### src/hw/rtl/assert_macros.svh
// Assertion helpers; clk and rst_n are taken from the including module.
`ifndef ASSERT_MACROS_SVH
`define ASSERT_MACROS_SVH

// Clocked check, masked while reset is applied.
`define AST_CLK(lbl, prop, msg) \
  lbl: assert property (@(posedge clk) disable iff (!rst_n) (prop)) \
    else $error(msg);

// Clocked check that also holds during reset.
`define AST_CLK_ALWAYS(lbl, prop, msg) \
  lbl: assert property (@(posedge clk) (prop)) \
    else $error(msg);

`endif

### src/hw/rtl/tpm_pkg.sv
package tpm_pkg;

  // emulated square side in emulated pixels
  localparam int unsigned EMU_SIZE = 160;

  localparam int unsigned COORD_W = 12;   // physical offset within the square
  localparam int unsigned PEN_W   = 8;    // emulated coordinate
  localparam int unsigned SCALE_W = 4;
  localparam int unsigned SIDE_W  = 12;   // EMU_SIZE * scale, at most 160 * 15
  localparam int unsigned STEP_W  = 4;    // divider step counter

  localparam logic [STEP_W-1:0] DIV_STEPS = STEP_W'(COORD_W);
  localparam logic [PEN_W-1:0]  EMU_V     = PEN_W'(EMU_SIZE);

  // event classes and codes
  localparam logic [15:0] EV_SYNC    = 16'd0;
  localparam logic [15:0] EV_KEYC    = 16'd1;
  localparam logic [15:0] EV_AXIS    = 16'd3;
  localparam logic [15:0] CODE_X     = 16'd53;
  localparam logic [15:0] CODE_Y     = 16'd54;
  localparam logic [15:0] CODE_TOUCH = 16'd330;

  // pen result kinds
  localparam logic PEN_DOWN_MOVE = 1'b0;
  localparam logic PEN_UP        = 1'b1;

  typedef enum logic [2:0] {
    REG_SCALE     = 3'd0,
    REG_SCR_W     = 3'd1,
    REG_SCR_H     = 3'd2,
    REG_X_OFFSET  = 3'd3,
    REG_Y_OFFSET  = 3'd4,
    REG_THROTTLE  = 3'd5
  } cfg_reg_t;

  typedef enum logic [2:0] {
    ST_IDLE,
    ST_RNG_X,
    ST_RNG_Y,
    ST_DIV_X,
    ST_DIV_Y,
    ST_DECIDE
  } state_t;

  typedef struct packed {
    logic               start;
    logic [COORD_W-1:0] dividend;
    logic [SCALE_W-1:0] divisor;
  } div_req_t;

  typedef struct packed {
    logic             busy;
    logic             done;
    logic [PEN_W-1:0] quotient;
  } div_rsp_t;

endpackage

### src/hw/rtl/tpm_div.sv
// Restoring divider, one quotient bit per cycle.
module tpm_div
  import tpm_pkg::*;
(
  input  logic     clk,
  input  logic     rst_n,
  input  div_req_t req,
  output div_rsp_t rsp
);

  logic                busy_r, busy_nxt;
  logic                done_r, done_nxt;
  logic [STEP_W-1:0]   cnt_r, cnt_nxt;
  logic [SCALE_W-1:0]  rem_r, rem_nxt;
  logic [SCALE_W-1:0]  dvs_r, dvs_nxt;
  logic [COORD_W-1:0]  quo_r, quo_nxt;

  logic [SCALE_W:0]    trial;
  logic [SCALE_W:0]    diff;
  logic                ge;

  assign trial = {rem_r, quo_r[COORD_W-1]};
  assign ge    = trial >= {1'b0, dvs_r};
  assign diff  = trial - {1'b0, dvs_r};

  always_comb begin
    busy_nxt = busy_r;
    done_nxt = 1'b0;
    cnt_nxt  = cnt_r;
    rem_nxt  = rem_r;
    dvs_nxt  = dvs_r;
    quo_nxt  = quo_r;
    if (req.start) begin
      busy_nxt = 1'b1;
      cnt_nxt  = DIV_STEPS;
      rem_nxt  = '0;
      dvs_nxt  = req.divisor;
      quo_nxt  = req.dividend;
    end else if (busy_r) begin
      // remainder stays below the divisor, so the low bits suffice
      rem_nxt = ge ? diff[SCALE_W-1:0] : trial[SCALE_W-1:0];
      quo_nxt = {quo_r[COORD_W-2:0], ge};
      cnt_nxt = cnt_r - STEP_W'(1);
      if (cnt_r == STEP_W'(1)) begin
        busy_nxt = 1'b0;
        done_nxt = 1'b1;
      end
    end
  end

  always_ff @(posedge clk) begin
    if (!rst_n) begin
      busy_r <= 1'b0;
      done_r <= 1'b0;
      cnt_r  <= '0;
    end else begin
      busy_r <= busy_nxt;
      done_r <= done_nxt;
      cnt_r  <= cnt_nxt;
    end
    rem_r <= rem_nxt;
    dvs_r <= dvs_nxt;
    quo_r <= quo_nxt;
  end

  // quotient is below EMU_SIZE when the dividend lies inside the square
  assign rsp.busy     = busy_r;
  assign rsp.done     = done_r;
  assign rsp.quotient = quo_r[PEN_W-1:0];

endmodule

### src/hw/rtl/touch_to_pen_event_mapper_unit.sv
// Axis, key and unknown events, and a sync with nothing pending, are taken in the idle state.
// A pending sync runs two range checks, then for a point inside the square two divisions by
// scale on the shared divider, then a decision that loads the output register when there is a
// result; a point outside skips the divisions. A waiting result holds the decision state.
// One item at a time: in_tready is high only while idle.
// Reset (rst_n, synchronous, active low) restores configuration, control and tracking state only.
`include "assert_macros.svh"

module touch_to_pen_event_mapper_unit
  import tpm_pkg::*;
(
  input  logic        clk,
  input  logic        rst_n,
  // input transaction
  input  logic        in_tvalid,
  output logic        in_tready,
  input  logic [79:0] in_tdata,   // event_code[15:0], event_value[47:16], time_ms[79:48]
  input  logic [15:0] in_tuser,   // event_type[15:0]
  // result transaction
  output logic        out_tvalid,
  input  logic        out_tready,
  output logic [15:0] out_tdata,  // pen_x[7:0], pen_y[15:8]
  output logic        out_tuser,  // pen_kind[0]
  // register writes
  input  logic        cfg_we,
  input  logic [2:0]  cfg_index,
  input  logic [11:0] cfg_wdata
);

  // configuration
  logic [SCALE_W-1:0] scale_r;
  logic [11:0]        scr_w_r, scr_h_r, x_off_r, y_off_r;
  logic [9:0]         throttle_r;

  // tracking state
  logic [31:0]        latched_x_r, latched_y_r;
  logic               touching_r, sync_pending_r, pen_was_down_r;
  logic [PEN_W-1:0]   last_x_r, last_y_r;
  logic [31:0]        last_time_r;

  // per-sync working registers
  state_t             state_r, state_nxt;
  logic [31:0]        now_r;
  logic [SIDE_W-1:0]  side_r;
  logic [SCALE_W-1:0] div_s_r;
  logic [COORD_W-1:0] rx_r, ry_r;
  logic               in_x_r, inside_r;
  logic [PEN_W-1:0]   px_r, py_r;

  // output register
  logic               out_valid_r;
  logic               out_kind_r;
  logic [PEN_W-1:0]   out_x_r, out_y_r;

  logic [15:0]        ev_code;
  logic [31:0]        ev_value;
  logic [31:0]        ev_time;
  logic               accept;
  logic               start_map;

  logic [SCALE_W-1:0] s_eff;
  logic [SIDE_W-1:0]  side_c;

  div_req_t           div_req;
  div_rsp_t           div_rsp;

  assign ev_code  = in_tdata[15:0];
  assign ev_value = in_tdata[47:16];
  assign ev_time  = in_tdata[79:48];
  assign accept   = in_tvalid && in_tready;
  assign start_map = accept && (in_tuser == EV_SYNC) && sync_pending_r;

  assign s_eff  = (scale_r == '0) ? SCALE_W'(1) : scale_r;
  assign side_c = {4'b0, EMU_V} * {8'b0, s_eff};

  // ---------------------------------------------------------------------------
  // Range check, one axis per cycle
  // ---------------------------------------------------------------------------
  logic               sel_y;
  logic [31:0]        rng_lat;
  logic [11:0]        rng_scr, rng_off;
  logic [11:0]        rng_diff;
  logic [12:0]        rng_base;
  logic [32:0]        rng_rel;
  logic               rng_in;

  assign sel_y   = (state_r == ST_RNG_Y);
  assign rng_lat = sel_y ? latched_y_r : latched_x_r;
  assign rng_scr = sel_y ? scr_h_r : scr_w_r;
  assign rng_off = sel_y ? y_off_r : x_off_r;

  always_comb begin
    rng_diff = rng_scr - side_r;
    if (rng_scr > side_r) begin
      rng_base = {1'b0, rng_off} + {2'b0, rng_diff[11:1]};
    end else begin
      rng_base = {1'b0, rng_off};
    end
    rng_rel = {rng_lat[31], rng_lat} - {20'b0, rng_base};
    rng_in  = !rng_rel[32] && (rng_rel[31:0] < {20'b0, side_r});
  end

  // ---------------------------------------------------------------------------
  // Pen decision
  // ---------------------------------------------------------------------------
  logic [31:0]        dt;
  logic               thr_ok;
  logic               moved;
  logic               emit;
  logic               emit_kind;
  logic               upd_last;
  logic               pen_was_down_nxt;
  logic               can_load;
  logic               out_load;

  assign dt       = now_r - last_time_r;
  assign thr_ok   = dt > {22'b0, throttle_r};
  assign moved    = (px_r != last_x_r) || (py_r != last_y_r);
  assign can_load = !out_valid_r || out_tready;

  always_comb begin
    emit             = 1'b0;
    emit_kind        = PEN_DOWN_MOVE;
    upd_last         = 1'b0;
    pen_was_down_nxt = pen_was_down_r;
    priority if (!inside_r) begin
      // release outside the square still lifts the pen
      if (pen_was_down_r && !touching_r) begin
        emit             = 1'b1;
        emit_kind        = PEN_UP;
        pen_was_down_nxt = 1'b0;
      end
    end else if (touching_r) begin
      if (!pen_was_down_r) begin
        emit             = 1'b1;
        upd_last         = 1'b1;
        pen_was_down_nxt = 1'b1;
      end else if (thr_ok && moved) begin
        emit     = 1'b1;
        upd_last = 1'b1;
      end
    end else if (pen_was_down_r) begin
      emit             = 1'b1;
      emit_kind        = PEN_UP;
      pen_was_down_nxt = 1'b0;
    end else begin
      // released and already up: nothing to report
      emit = 1'b0;
    end
  end

  assign out_load = (state_r == ST_DECIDE) && emit && can_load;

  // ---------------------------------------------------------------------------
  // Sequencer
  // ---------------------------------------------------------------------------
  always_comb begin
    state_nxt = state_r;
    unique case (state_r)
      ST_IDLE:   if (start_map) state_nxt = ST_RNG_X;
      ST_RNG_X:  state_nxt = ST_RNG_Y;
      ST_RNG_Y:  state_nxt = (in_x_r && rng_in) ? ST_DIV_X : ST_DECIDE;
      ST_DIV_X:  if (div_rsp.done) state_nxt = ST_DIV_Y;
      ST_DIV_Y:  if (div_rsp.done) state_nxt = ST_DECIDE;
      ST_DECIDE: if (!emit || can_load) state_nxt = ST_IDLE;
      default:   state_nxt = ST_IDLE;
    endcase
  end

  always_comb begin
    in_tready        = 1'b0;
    div_req.start    = 1'b0;
    div_req.dividend = rx_r;
    div_req.divisor  = div_s_r;
    unique case (state_r)
      ST_IDLE:  in_tready = 1'b1;
      ST_RNG_Y: div_req.start = in_x_r && rng_in;
      ST_DIV_X: begin
        div_req.start    = div_rsp.done;
        div_req.dividend = ry_r;
      end
      default: begin
        in_tready = 1'b0;
      end
    endcase
  end

  tpm_div u_div (
    .clk   (clk),
    .rst_n (rst_n),
    .req   (div_req),
    .rsp   (div_rsp)
  );

  // ---------------------------------------------------------------------------
  // Registers
  // ---------------------------------------------------------------------------
  always_ff @(posedge clk) begin
    if (!rst_n) begin
      scale_r    <= SCALE_W'(1);
      scr_w_r    <= 12'd320;
      scr_h_r    <= 12'd320;
      x_off_r    <= '0;
      y_off_r    <= '0;
      throttle_r <= 10'd25;
    end else if (cfg_we) begin
      unique case (cfg_index)
        REG_SCALE:    scale_r    <= cfg_wdata[SCALE_W-1:0];
        REG_SCR_W:    scr_w_r    <= cfg_wdata;
        REG_SCR_H:    scr_h_r    <= cfg_wdata;
        REG_X_OFFSET: x_off_r    <= cfg_wdata;
        REG_Y_OFFSET: y_off_r    <= cfg_wdata;
        REG_THROTTLE: throttle_r <= cfg_wdata[9:0];
        default:      ;
      endcase
    end
  end

  always_ff @(posedge clk) begin
    if (!rst_n) begin
      state_r        <= ST_IDLE;
      latched_x_r    <= '0;
      latched_y_r    <= '0;
      touching_r     <= 1'b0;
      sync_pending_r <= 1'b0;
      pen_was_down_r <= 1'b0;
      last_x_r       <= '1;
      last_y_r       <= '1;
      last_time_r    <= '0;
      out_valid_r    <= 1'b0;
    end else begin
      state_r <= state_nxt;
      if (accept) begin
        priority if (in_tuser == EV_AXIS && ev_code == CODE_X) begin
          latched_x_r    <= ev_value;
          sync_pending_r <= 1'b1;
        end else if (in_tuser == EV_AXIS && ev_code == CODE_Y) begin
          latched_y_r    <= ev_value;
          sync_pending_r <= 1'b1;
        end else if (in_tuser == EV_KEYC && ev_code == CODE_TOUCH) begin
          touching_r     <= (ev_value != '0);
          sync_pending_r <= 1'b1;
        end else if (in_tuser == EV_SYNC) begin
          sync_pending_r <= 1'b0;
        end else begin
          sync_pending_r <= sync_pending_r;
        end
      end
      if ((state_r == ST_DECIDE) && (!emit || can_load)) begin
        pen_was_down_r <= pen_was_down_nxt;
        if (upd_last) begin
          last_x_r    <= px_r;
          last_y_r    <= py_r;
          last_time_r <= now_r;
        end
      end
      if (out_load) begin
        out_valid_r <= 1'b1;
      end else if (out_tready) begin
        out_valid_r <= 1'b0;
      end
    end
  end

  // working and payload registers
  always_ff @(posedge clk) begin
    if (start_map) begin
      now_r   <= ev_time;
      side_r  <= side_c;
      div_s_r <= s_eff;
    end
    if (state_r == ST_RNG_X) begin
      rx_r   <= rng_rel[COORD_W-1:0];
      in_x_r <= rng_in;
    end
    if (state_r == ST_RNG_Y) begin
      ry_r     <= rng_rel[COORD_W-1:0];
      inside_r <= in_x_r && rng_in;
    end
    if (state_r == ST_DIV_X && div_rsp.done) begin
      px_r <= div_rsp.quotient;
    end
    if (state_r == ST_DIV_Y && div_rsp.done) begin
      py_r <= div_rsp.quotient;
    end
    if (out_load) begin
      out_kind_r <= emit_kind;
      out_x_r    <= (emit_kind == PEN_UP) ? '0 : px_r;
      out_y_r    <= (emit_kind == PEN_UP) ? '0 : py_r;
    end
  end

  assign out_tvalid = out_valid_r;
  assign out_tuser  = out_kind_r;
  assign out_tdata  = {out_y_r, out_x_r};

  // ---------------------------------------------------------------------------
  // Checks
  // ---------------------------------------------------------------------------
  `AST_CLK(a_div_idle_on_start, div_req.start |-> !div_rsp.busy, "divider restarted while busy")
  `AST_CLK(a_div_done_owner, div_rsp.done |-> (state_r == ST_DIV_X || state_r == ST_DIV_Y), "divider result with no consumer")
  `AST_CLK(a_pen_up_zero, (out_valid_r && out_kind_r == PEN_UP) |-> (out_tdata == '0), "pen up with nonzero coordinates")
  `AST_CLK(a_pen_in_square, (out_valid_r && out_kind_r == PEN_DOWN_MOVE) |-> (out_x_r < EMU_V && out_y_r < EMU_V), "pen coordinate outside the square")
  `AST_CLK(a_up_clears_down, (out_load && emit_kind == PEN_UP) |=> !pen_was_down_r, "pen still down after pen up")

endmodule

### config.mk
export PLATFORM = sky130hd
export DESIGN_NAME = touch_to_pen_event_mapper_unit
export DESIGN_NICKNAME = d
export VERILOG_FILES = /design/src/hw/rtl/tpm_pkg.sv /design/src/hw/rtl/tpm_div.sv /design/src/hw/rtl/touch_to_pen_event_mapper_unit.sv
export VERILOG_INCLUDE_DIRS = /design/src /design/src/hw/rtl
export SDC_FILE = /design/constraint.sdc
export NUM_CORES = 1
export LEC_CHECK = 0
export ABC_AREA = 1
export ABC_CLOCK_PERIOD_IN_PS = 16950
export BUFFER_PORTS_ARGS = -buffer_cell sky130_fd_sc_hd__buf_4
export CAP_MARGIN = 20
export CORE_MARGIN = 1
export CORE_UTILIZATION = 45
export DETAILED_ROUTE_END_ITERATION = 8
export SKIP_CTS_REPAIR_TIMING = 1
export SYNTH_ARGS = -nofsm -noshare
export SYNTH_HDL_FRONTEND = slang
export SYNTH_HIERARCHICAL = 1
export SYNTH_SLANG_ARGS = --single-unit
### constraint.sdc
create_clock -name clk -period 16.95 [get_ports clk]
set_input_delay 3.39 -clock clk [delete_from_list [all_inputs] [get_ports clk]]
set_output_delay 3.39 -clock clk [all_outputs]
set_load 0.02 [all_outputs]
Word-level counts from Yosys, hierarchy flattened --
Cells that the tools add are included.
Word-level totals: input bits 116, output and inout bits 19, logic and storage cells 160, bits in registers 309
Cells by class: multipliers 1, reduce and logical (&&, ||, !) cells 46, bitwise logic cells 4, multiplexer cells 42, eq/ne operators 22, add/subtract/negate cells 6, magnitude comparators 4
Operators by type and width (number):
- two-way mux 12 bit | 5
- subtractor 32 x 14 -> 33 bit | 1
- equality test 16 x 6 -> 1 bit, second input constant | 2
- greater-than comparator 32 x 10 -> 1 bit | 1
- less-than comparator 32 x 12 -> 1 bit | 1
- two-way mux 32 bit | 1
- nonzero test 32 bit | 1
- subtractor 32 bit | 1
- two-way mux 1 bit | 24
- AND reduction 2 bit | 10
- case mux 3 bit (6 select lines) | 1
- equality test 16 x 1 -> 1 bit, second input constant | 1
- equality test 16 x 2 -> 1 bit, second input constant | 1
- equality test 16 x 9 -> 1 bit, second input constant | 1
- logical NOT 16 bit | 1
- two-way mux 4 bit | 4
- inequality test 8 bit | 2
- logical AND 1 bit | 15
- two-way mux 3 bit | 5
- adder 12 x 11 -> 13 bit | 1
- two-way mux 13 bit | 1
- equality test 3 x 2 -> 1 bit, second input constant | 4
- equality test 3 bit, second input constant | 4
- greater-than comparator 12 bit | 1
- 21 further kinds | 36

Logic depth before layout (Yosys ltp) --
Gate-level depths: netlist of the first run.
word-level depth 11, gate-level depth with buffers 45

Hierarchy --
The synthesis of the first run kept the hierarchy.
By module, submodules not included:
- touch_to_pen_event_mapper_unit | instances 1, cells an instance 2241, area each 16253.1 µm², seq. area each 6626.4 µm²
- tpm_div | instances 1, cells an instance 152, area each 1325.0 µm², seq. area each 680.7 µm²

Worst setup path after synthesis of the first run --
Ideal clock, no wire load.
path kind register to register, from register state_r[0], to register u_div.quo_r[1] (data pin), slack 9.704 ns, data arrival time 6.993 ns, stages on the path, launching flop included 40, cell sequence dfxtp_1 buf_2 nor3_4 buf_4 buf_2 buf_1 clkbuf_1 nand2_1 nand2_1 ha_1 nand2_1 nor2_1 a211oi_1 o21ai_0 a21oi_1 o21bai_1 nand2_1 clkinv_1 (+4 left out) nand2_1 nor2_1 nand4_1 o21ai_0 xor2_1 ha_1 a21oi_1 nand3b_1 nand2_1 nor2_1 nand2_1 inv_1 nand4_1 o22ai_1 clkinv_1 buf_2 nand2_1 nand2_1
RTL lines:
- start: declaration | RTL line touch_to_pen_event_mapper_unit.sv:42 | state_t state_r, state_nxt;
- start signal: assignment | RTL line touch_to_pen_event_mapper_unit.sv:232 | state_r <= state_nxt;
- end signal: assignment | RTL line tpm_div.sv:63 | quo_r <= quo_nxt;
- end: declaration | RTL line tpm_div.sv:16 | logic [COORD_W-1:0] quo_r, quo_nxt;

==> flow_summary.ini, run 1 <==
[finish]
post-route-util_pct = 52.1
n_antenna_cell = 0
area_growth_pct = 14.3
fin_nets = 2705
drive_gt1_share_pct = 10.0

[floorplan]
die_area_um2 = 39800
die_w_um = 200
coreArea_um2 = 38600
initial_core_util_pct = 45.6
core.rowCount = 72
ios = 135
die_h_um = 200

[clock_network]
cts.sinks = 307
cts_buffers = 37
clk_path_buf_depth = 3
clk_pin_slew_ps = 60
cts_tree = done
cts_max_level = 2
insertion_delay_ps = 550
cts-root-buf = clkbuf_16

[routing]
drt_first_iter_violations = 906
drt-pass1-iter-count = 5
vias = 15179
wl_per_cell_um = 14.3
drc = 0
drt-vias-per-instance = 4.99
antenna_left = 0
wl_mm = 43.4

[placement]
port_buffers = 134
gp_congestion = 0.946
hpwl_mm = 32.2

[grt]
overflow = 0
grt_pass1_wl_mm = 71.1
grt_pass1_vias = 14018
antenna_found_initial = 0
grt_max_degree = 82
grt_usage_pct = 22.4

[pwr]
power.leakage_uw = 0.00974
p_per_area_nw_per_um2 = 103
vdd_drop_max_mv = 0.0707

[synth]
avgSynthCellArea_um2 = 7.35
syn_inst = 2392
netlist_area_um2 = 17600
synth_warnings = 6
syn-num-nets = 2601

[sta]
clock_skew_ps = 19.2
hold_viol = 0
rsz0062_at_grt = no
period_share_pct = 43.1
setup_tns_ps = 0
fin_crit_ps = 7310
max_freq_mhz = 137
setup_viol = 0
slew_headroom_pct = 39.3
worst_hold_slack_ps = 416
drv_slew = 0
worst_pin_slew_ps = 907

[critical_path]
critical_path_class = flop to flop
reg2reg_slack_ps = 9640
worst_path_most_repeated_cell = nand2_1
cp_slowest_stage_delay_ps = 590
worstPathArrival_ps = 7740
critPathSlowestCell = buf_4
cp.required_ps = 17380
cp_max_fo = 58
endpoint_kind = flop
startpoint_type = flop

[run]
maxCapViolCount = 0

[worst_hold_path]
hp-class = flop to flop

[run_status]
status = completed
## report_power, final
part	total (uW)	switching, uW	internal [uW]
registers	818	12.1	806
logic	504	326	178
clock network	746	306	440
## metrics by stage
stage / area (um^2) / power [uW] / std cells / setup WS, ps
after floorplan: 17600 / 1200 / 2392 / 9700
after global placement: 18900 / 1330 / 2972 / 9830
after detailed placement: 18900 / 1330 / 2972 / 9720
after CTS: 20100 / 2090 / 3037 / 9690
after global routing: 20100 / 2190 / 3040 / 8820
final: 20100 / 2070 / 3040 / 9640
## worst max-delay path, delay by kind of cell, from the launching register on
family / cells / cell delay [ps]
XOR/XNOR: 1 / 330
AND/OR/NAND/NOR: 16 / 1760
AO/OA/AOI/OAI: 8 / 1940
buffers and inverters: 6 / 1750
flip-flops: 1 / 420
adder cells (fa/ha/maj): 3 / 960
## per-layer routing
layer	wire length, um	global-route usage, %
met4	1020	7.29
met2	19600	36.1
met1	21000	30.7
met5	0	0
met3	1790	3.14
## layout by cell type (no fill, tap or decap), types with 4 or more instances in the layout
cell type and instances:
a211oi_1 67, a21oi_1 91, a31oi_1 6, buf_4 148, clkbuf_1 10, clkbuf_16 37, clkbuf_8 5, clkinv_2 7
dfxtp_1 191, edfxtp_1 116, fa_1 6, ha_1 87, inv_1 333, inv_2 4, mux2_2 12, nand2_1 620
nand2_2 5, nand3_1 95, nand3b_1 10, nand4_1 45, nor2_1 352, nor3_1 22, nor4_1 16, o211ai_1 4
o21ai_0 105, o21ai_1 5, o21ai_2 5, o21bai_1 10, or2_2 11, xnor2_1 25, xor2_1 29
## final cells by class
type / instances / area [um^2]
fill: 3823 / 18500
multi-input combinational: 1662 / 8600
sequential: 307 / 7310
inverter: 339 / 1270
timing repair buffer: 149 / 1130
clock buffer: 52 / 1030
tap: 518 / 648
clock inverter: 13 / 103
## flip-flops by register name (all words and copies together), names as in the netlist, 4 cells and up
| name | cells |
|---|---|
| py_r | 8 |
| side_r | 5 |
| throttle_r | 10 |
| last_y_r | 8 |
| last_time_r | 32 |
| out_y_r | 8 |
| y_off_r | 12 |
| last_x_r | 8 |
| px_r | 8 |
| latched_x_r | 32 |
| u_div/quo_r | 12 |
| u_div/dvs_r | 4 |
| u_div/cnt_r | 4 |
| ry_r | 12 |
| scr_h_r | 12 |
| rx_r | 12 |
| scale_r | 4 |
| x_off_r | 12 |
| div_s_r | 4 |
| now_r | 32 |
| u_div/rem_r | 4 |
| scr_w_r | 12 |
| out_x_r | 8 |
| latched_y_r | 32 |
## worst paths after layout
kind / from / end / cells after the start
worst min register to register: div_s_r[2] / u_div/dvs_r[2] / 0
worst max-delay path: state_r[2] / u_div/rem_r[0] / 34
worst max register to register: state_r[2] / u_div/rem_r[0] / 34
worst min-delay path: div_s_r[2] / u_div/dvs_r[2] / 0
No activity file was read; power rests on OpenSTA's default activity.
==> run 2: changes to the inputs <==
- ABC_AREA: 1 -> 0
- ABC_CLOCK_PERIOD_IN_PS: 16950 -> 7450
- clock period: 16.95 -> 7.45 ns (I/O delays scaled with it)
==> flow_summary.ini, run 2 <==
[finish]
mostFrequentLayoutCells = nand2_1 (366), dfxtp_1 (191), buf_4 (165), a21oi_1 (153), edfxtp_1 (116)
final_common_cell = nand2_1
multi_input_area_um2 = 8300
regArea_um2 = 7310
drive_gt1_share_pct = 15.0
fin_nets = 2110
post-route-util_pct = 53.3
n_antenna_cell = 0
final-instance-count-excl-fill = 2386
area_growth_pct = 16.7
filler_cell_count = 3327

[sta]
setup_viol = 0
slew_headroom_pct = 29.0
fin_crit_ps = 7000
clock_skew_ps = 21.2
fin_ws_ps = 449
hold_viol = 0
max_freq_mhz = 143
period_share_pct = 94.0
worst_pin_slew_ps = 1060
rsz0062_at_grt = no
drv_slew = 0

[synth]
avgSynthCellArea_um2 = 9.12
synth_warnings = 6
netlist_area_um2 = 16200
syn-num-nets = 1991
syn_inst = 1782

[grt]
grt_pass1_wl_mm = 63.6
grt_usage_pct = 21.8
antenna_found_initial = 0
overflow = 0
grt_max_degree = 89
grt_pass1_vias = 12317

[run]
maxCapViolCount = 0

[run_status]
status = completed

[pwr]
power.leakage_uw = 0.00749
vdd_drop_max_mv = 0.183
p_per_area_nw_per_um2 = 215

[critical_path]
critPathSlowestCell = nor4_1
cp_slowest_stage_delay_ps = 880
reg2reg_slack_ps = 450
worstPathArrival_ps = 7280
r2r-end = u_div/quo_r[5]
cp_max_fo = 28
cp.required_ps = 7730
rr_worst_depth = 27
r2r_start = state_r[1]
critical_path_class = flop to flop
endpoint_kind = flop
worst_path_most_repeated_cell = nand2_1
startpoint_type = flop

[floorplan]
die_w_um = 192
coreArea_um2 = 35600
die_area_um2 = 36900
initial_core_util_pct = 45.7
ios = 135
core.rowCount = 69
die_h_um = 192

[worst_hold_path]
hold-path-cell-count = 0
worst_hold_startpoint = div_s_r[2]
whs_endpoint = u_div/dvs_r[2]
hp-class = flop to flop

[placement]
place_inst = 2316
port_buffers = 134
dpl_worst_slack_ps = -313
hpwl_mm = 28.6
gp_congestion = 0.881

[clock_network]
cts_tree = done
clk_path_buf_depth = 3
clk_pin_slew_ps = 70
cts_buffers = 35
cts-root-buf = clkbuf_16
insertion_delay_ps = 550
cts_max_level = 2
cts.sinks = 307

[routing]
wl_mm = 39.5
drt_first_iter_violations = 698
drt-pass1-iter-count = 5
vias = 12781
wl_per_cell_um = 16.5
drc = 0
drt-vias-per-instance = 5.36
antenna_left = 0
## run 2: worst max-delay path by stage
stage	start	to	slack (ps)
finish	state_r[1]	u_div/quo_r[5]	450
global placement	state_r[0]	u_div/quo_r[7]	-60
detailed placement	state_r[0]	u_div/quo_r[5]	-310
global route	state_r[1]	u_div/quo_r[5]	2
CTS	state_r[1]	u_div/quo_r[5]	-400
floorplan	state_r[1]	u_div/quo_r[10]	20
## run 2: area by class of cell
type                            instances  area share (%)
Multi-Input combinational cell       1289            43.8
Sequential cell                       307            38.5
Clock buffer                           51            5.43
Clock inverter                         10           0.409
Timing Repair Buffer                  170            6.86
Tap cell                              461            3.04
Inverter                               98            1.95
## run 2: critical path, delay by kind of cell (launching register included)
kind / cells / cell delay, ps
buf+inv: 3 / 520
simple gates: 9 / 2360
flops: 1 / 330
xor+xnor: 1 / 140
mux: 2 / 640
compound gates: 10 / 2220
fa+ha+maj: 2 / 500
## run 2: per-stage QoR
step / area, um^2 / TNS, ps / hold WS (ps) / power (uW)
floorplan: 16300 / 0 / 400 / 2230
global placement: 17700 / -953 / 403 / 2420
detailed placement: 17700 / -6960 / 411 / 2430
CTS: 18800 / -9720 / 433 / 4110
global route: 19000 / 0 / 442 / 4260
finish: 19000 / 0 / 432 / 4080
## run 2: layer usage
| layer | routed length [um] | up-vias | GRT usage, % |
|---|---|---|---|
| met5 | 0 | - | 0 |
| met4 | 754 | 0 | 6.54 |
| met3 | 1860 | 54 | 3.53 |
| met2 | 18300 | 255 | 35.5 |
| met1 | 18600 | 6025 | 29.6 |
| li1 | - | 6447 | - |
## run 2: power by group
part | internal, uW | switching (uW) | leakage [uW] | total, uW
registers | 1810 | 24.7 | 0.00259 | 1830
logic | 247 | 326 | 0.00436 | 573
clock network | 991 | 681 | 0.000539 | 1670
==> run 3: changes to the inputs <==
- CORE_ASPECT_RATIO: unset -> 1.5
==> flow_summary.ini, run 3 (same netlist as run 2, synthesis figures left out) <==
[run_status]
status = completed

[routing]
wl_met2_mm = 22.3
antenna_left = 0
wirelength_met1_mm = 16.2
drt_first_iter_violations = 667
topRoutingLayerUsed = met4
drt-vias-per-instance = 5.38
wl_met3_mm = 1.34
wl_per_cell_um = 17.4
vias = 12827
wl_mm = 41.5
drt-pass1-iter-count = 8
drc = 0

[sta]
slew_headroom_pct = 26.4
worst_hold_slack_ps = 429
clock_skew_ps = 11.1
fin_crit_ps = 6950
period_share_pct = 93.3
max_freq_mhz = 144
drv_slew = 0
hold_viol = 0
fin_ws_ps = 496
setup_viol = 0
worst_pin_slew_ps = 1100

[finish]
drive_gt1_share_pct = 14.5
filler_cell_count = 3342
n_antenna_cell = 0
mostFrequentLayoutCells = nand2_1 (365), dfxtp_1 (191), buf_4 (157), a21oi_1 (152), edfxtp_1 (116)
fin_nets = 2095
area_growth_pct = 15.5
post-route-util_pct = 53.1
final-instance-count-excl-fill = 2382
final_common_cell = nand2_1

[critical_path]
rr_worst_depth = 32
cp_slowest_stage_delay_ps = 420
r2r_start = state_r[1]
reg2reg_slack_ps = 500
worst-path-buf-inv = 3
critical_path_class = flop to flop
critPathSlowestCell = or3b_4
critPathTopFamily = compound AO/OA/AOI/OAI gates
endpoint_kind = flop
startpoint_type = flop
cp.required_ps = 7770
worstPathArrival_ps = 7280
r2r-end = u_div/quo_r[9]
worst_path_most_repeated_cell = a21oi_1
cp_max_fo = 11

[pwr]
power.leakage_uw = 0.00738
vdd_drop_max_mv = 0.161
p_per_area_nw_per_um2 = 208
total_power_uw = 3900

[clock_network]
cts-root-buf = clkbuf_16
cts.sinks = 307
clk_path_buf_depth = 3
cts_tree = done
clk_pin_slew_ps = 60
insertion_delay_ps = 580
cts_max_level = 1
cts_buffers = 31

[floorplan]
ios = 135
die_area_um2 = 36900
coreArea_um2 = 35300
core.rowCount = 84
initial_core_util_pct = 46.0
die_h_um = 235
die_w_um = 157

[grt]
grt_pass1_vias = 12691
grt_usage_pct = 22.5
overflow = 0
grt_pass1_wl_mm = 65.7
grt_max_degree = 82
antenna_found_initial = 0

[placement]
place_inst = 2321
gp_congestion = 0.894
hpwl_mm = 30.9
port_buffers = 134
dpl_worst_slack_ps = -116

[run]
maxCapViolCount = 0

[worst_hold_path]
worst_hold_startpoint = div_s_r[2]
hp-class = flop to flop
hold-path-cell-count = 0
whs_endpoint = u_div/dvs_r[2]
==> run 3: changes by cell type in the layout (fill, tap and decap cells not counted), moves of 2 or more <==
cell / change
buf_4: -8
clkbuf_16: -5
clkinv_1: -3
clkinv_2: +3
buf_6: -2
==> run 3: cell type report <==
class                   instances  area, um^2  share of cell area (%)
repair buffers                160        1230                    6.53
clock buffers                  46         893                    4.76
multi-input cells            1288        8290                    44.2
well taps                     473         592                    3.15
clock inverters                10        88.8                   0.473
inverters                      98         370                    1.97
flip-flops and latches        307        7310                    38.9
==> run 3: how the worst max path moves through the flow <==
stage                from               to  slack (ps)  cells after the start
2_1_floorplan  state_r[1]  u_div/quo_r[10]          20                     39
3_3_place_gp   state_r[0]   u_div/rem_r[0]          60                     33
3_5_place_dp   state_r[0]   u_div/rem_r[0]        -120                     35
4_1_cts        state_r[1]   u_div/rem_r[0]        -170                     35
5_1_grt        state_r[1]   u_div/quo_r[9]         -50                     32
6_report       state_r[1]   u_div/quo_r[9]         500                     32
==> run 3: report_power, final <==
group	internal, uW	switching (uW)
Clock	863	652
Sequential	1810	24.9
Combinational	235	318
Total	2910	994
==> run 3: through the flow <==
step / area (um^2) / setup TNS (ps)
6_report: 18800 / 0
3_3_place_gp: 17600 / 0
2_1_floorplan: 16300 / 0
4_1_cts: 18600 / -2800
5_1_grt: 18800 / -235
3_5_place_dp: 17600 / -1470
==> run 3: routing by layer <==
| metal | up-vias | track usage [%] |
|---|---|---|
| met1 | 6076 | 24.9 |
| met4 | 0 | 9.56 |
| met2 | 253 | 42.5 |
| li1 | 6412 | - |
| met3 | 86 | 2.64 |
| met5 | - | 0 |
==> run 3: worst reg2reg max path, delay by kind of cell (launching register included) <==
kind | cells | cell delay, ps
simple gates | 6 | 1450
mux | 3 | 880
compound gates | 16 | 2830
flops | 1 | 320
buf+inv | 3 | 410
xor+xnor | 1 | 130
fa+ha+maj | 3 | 720
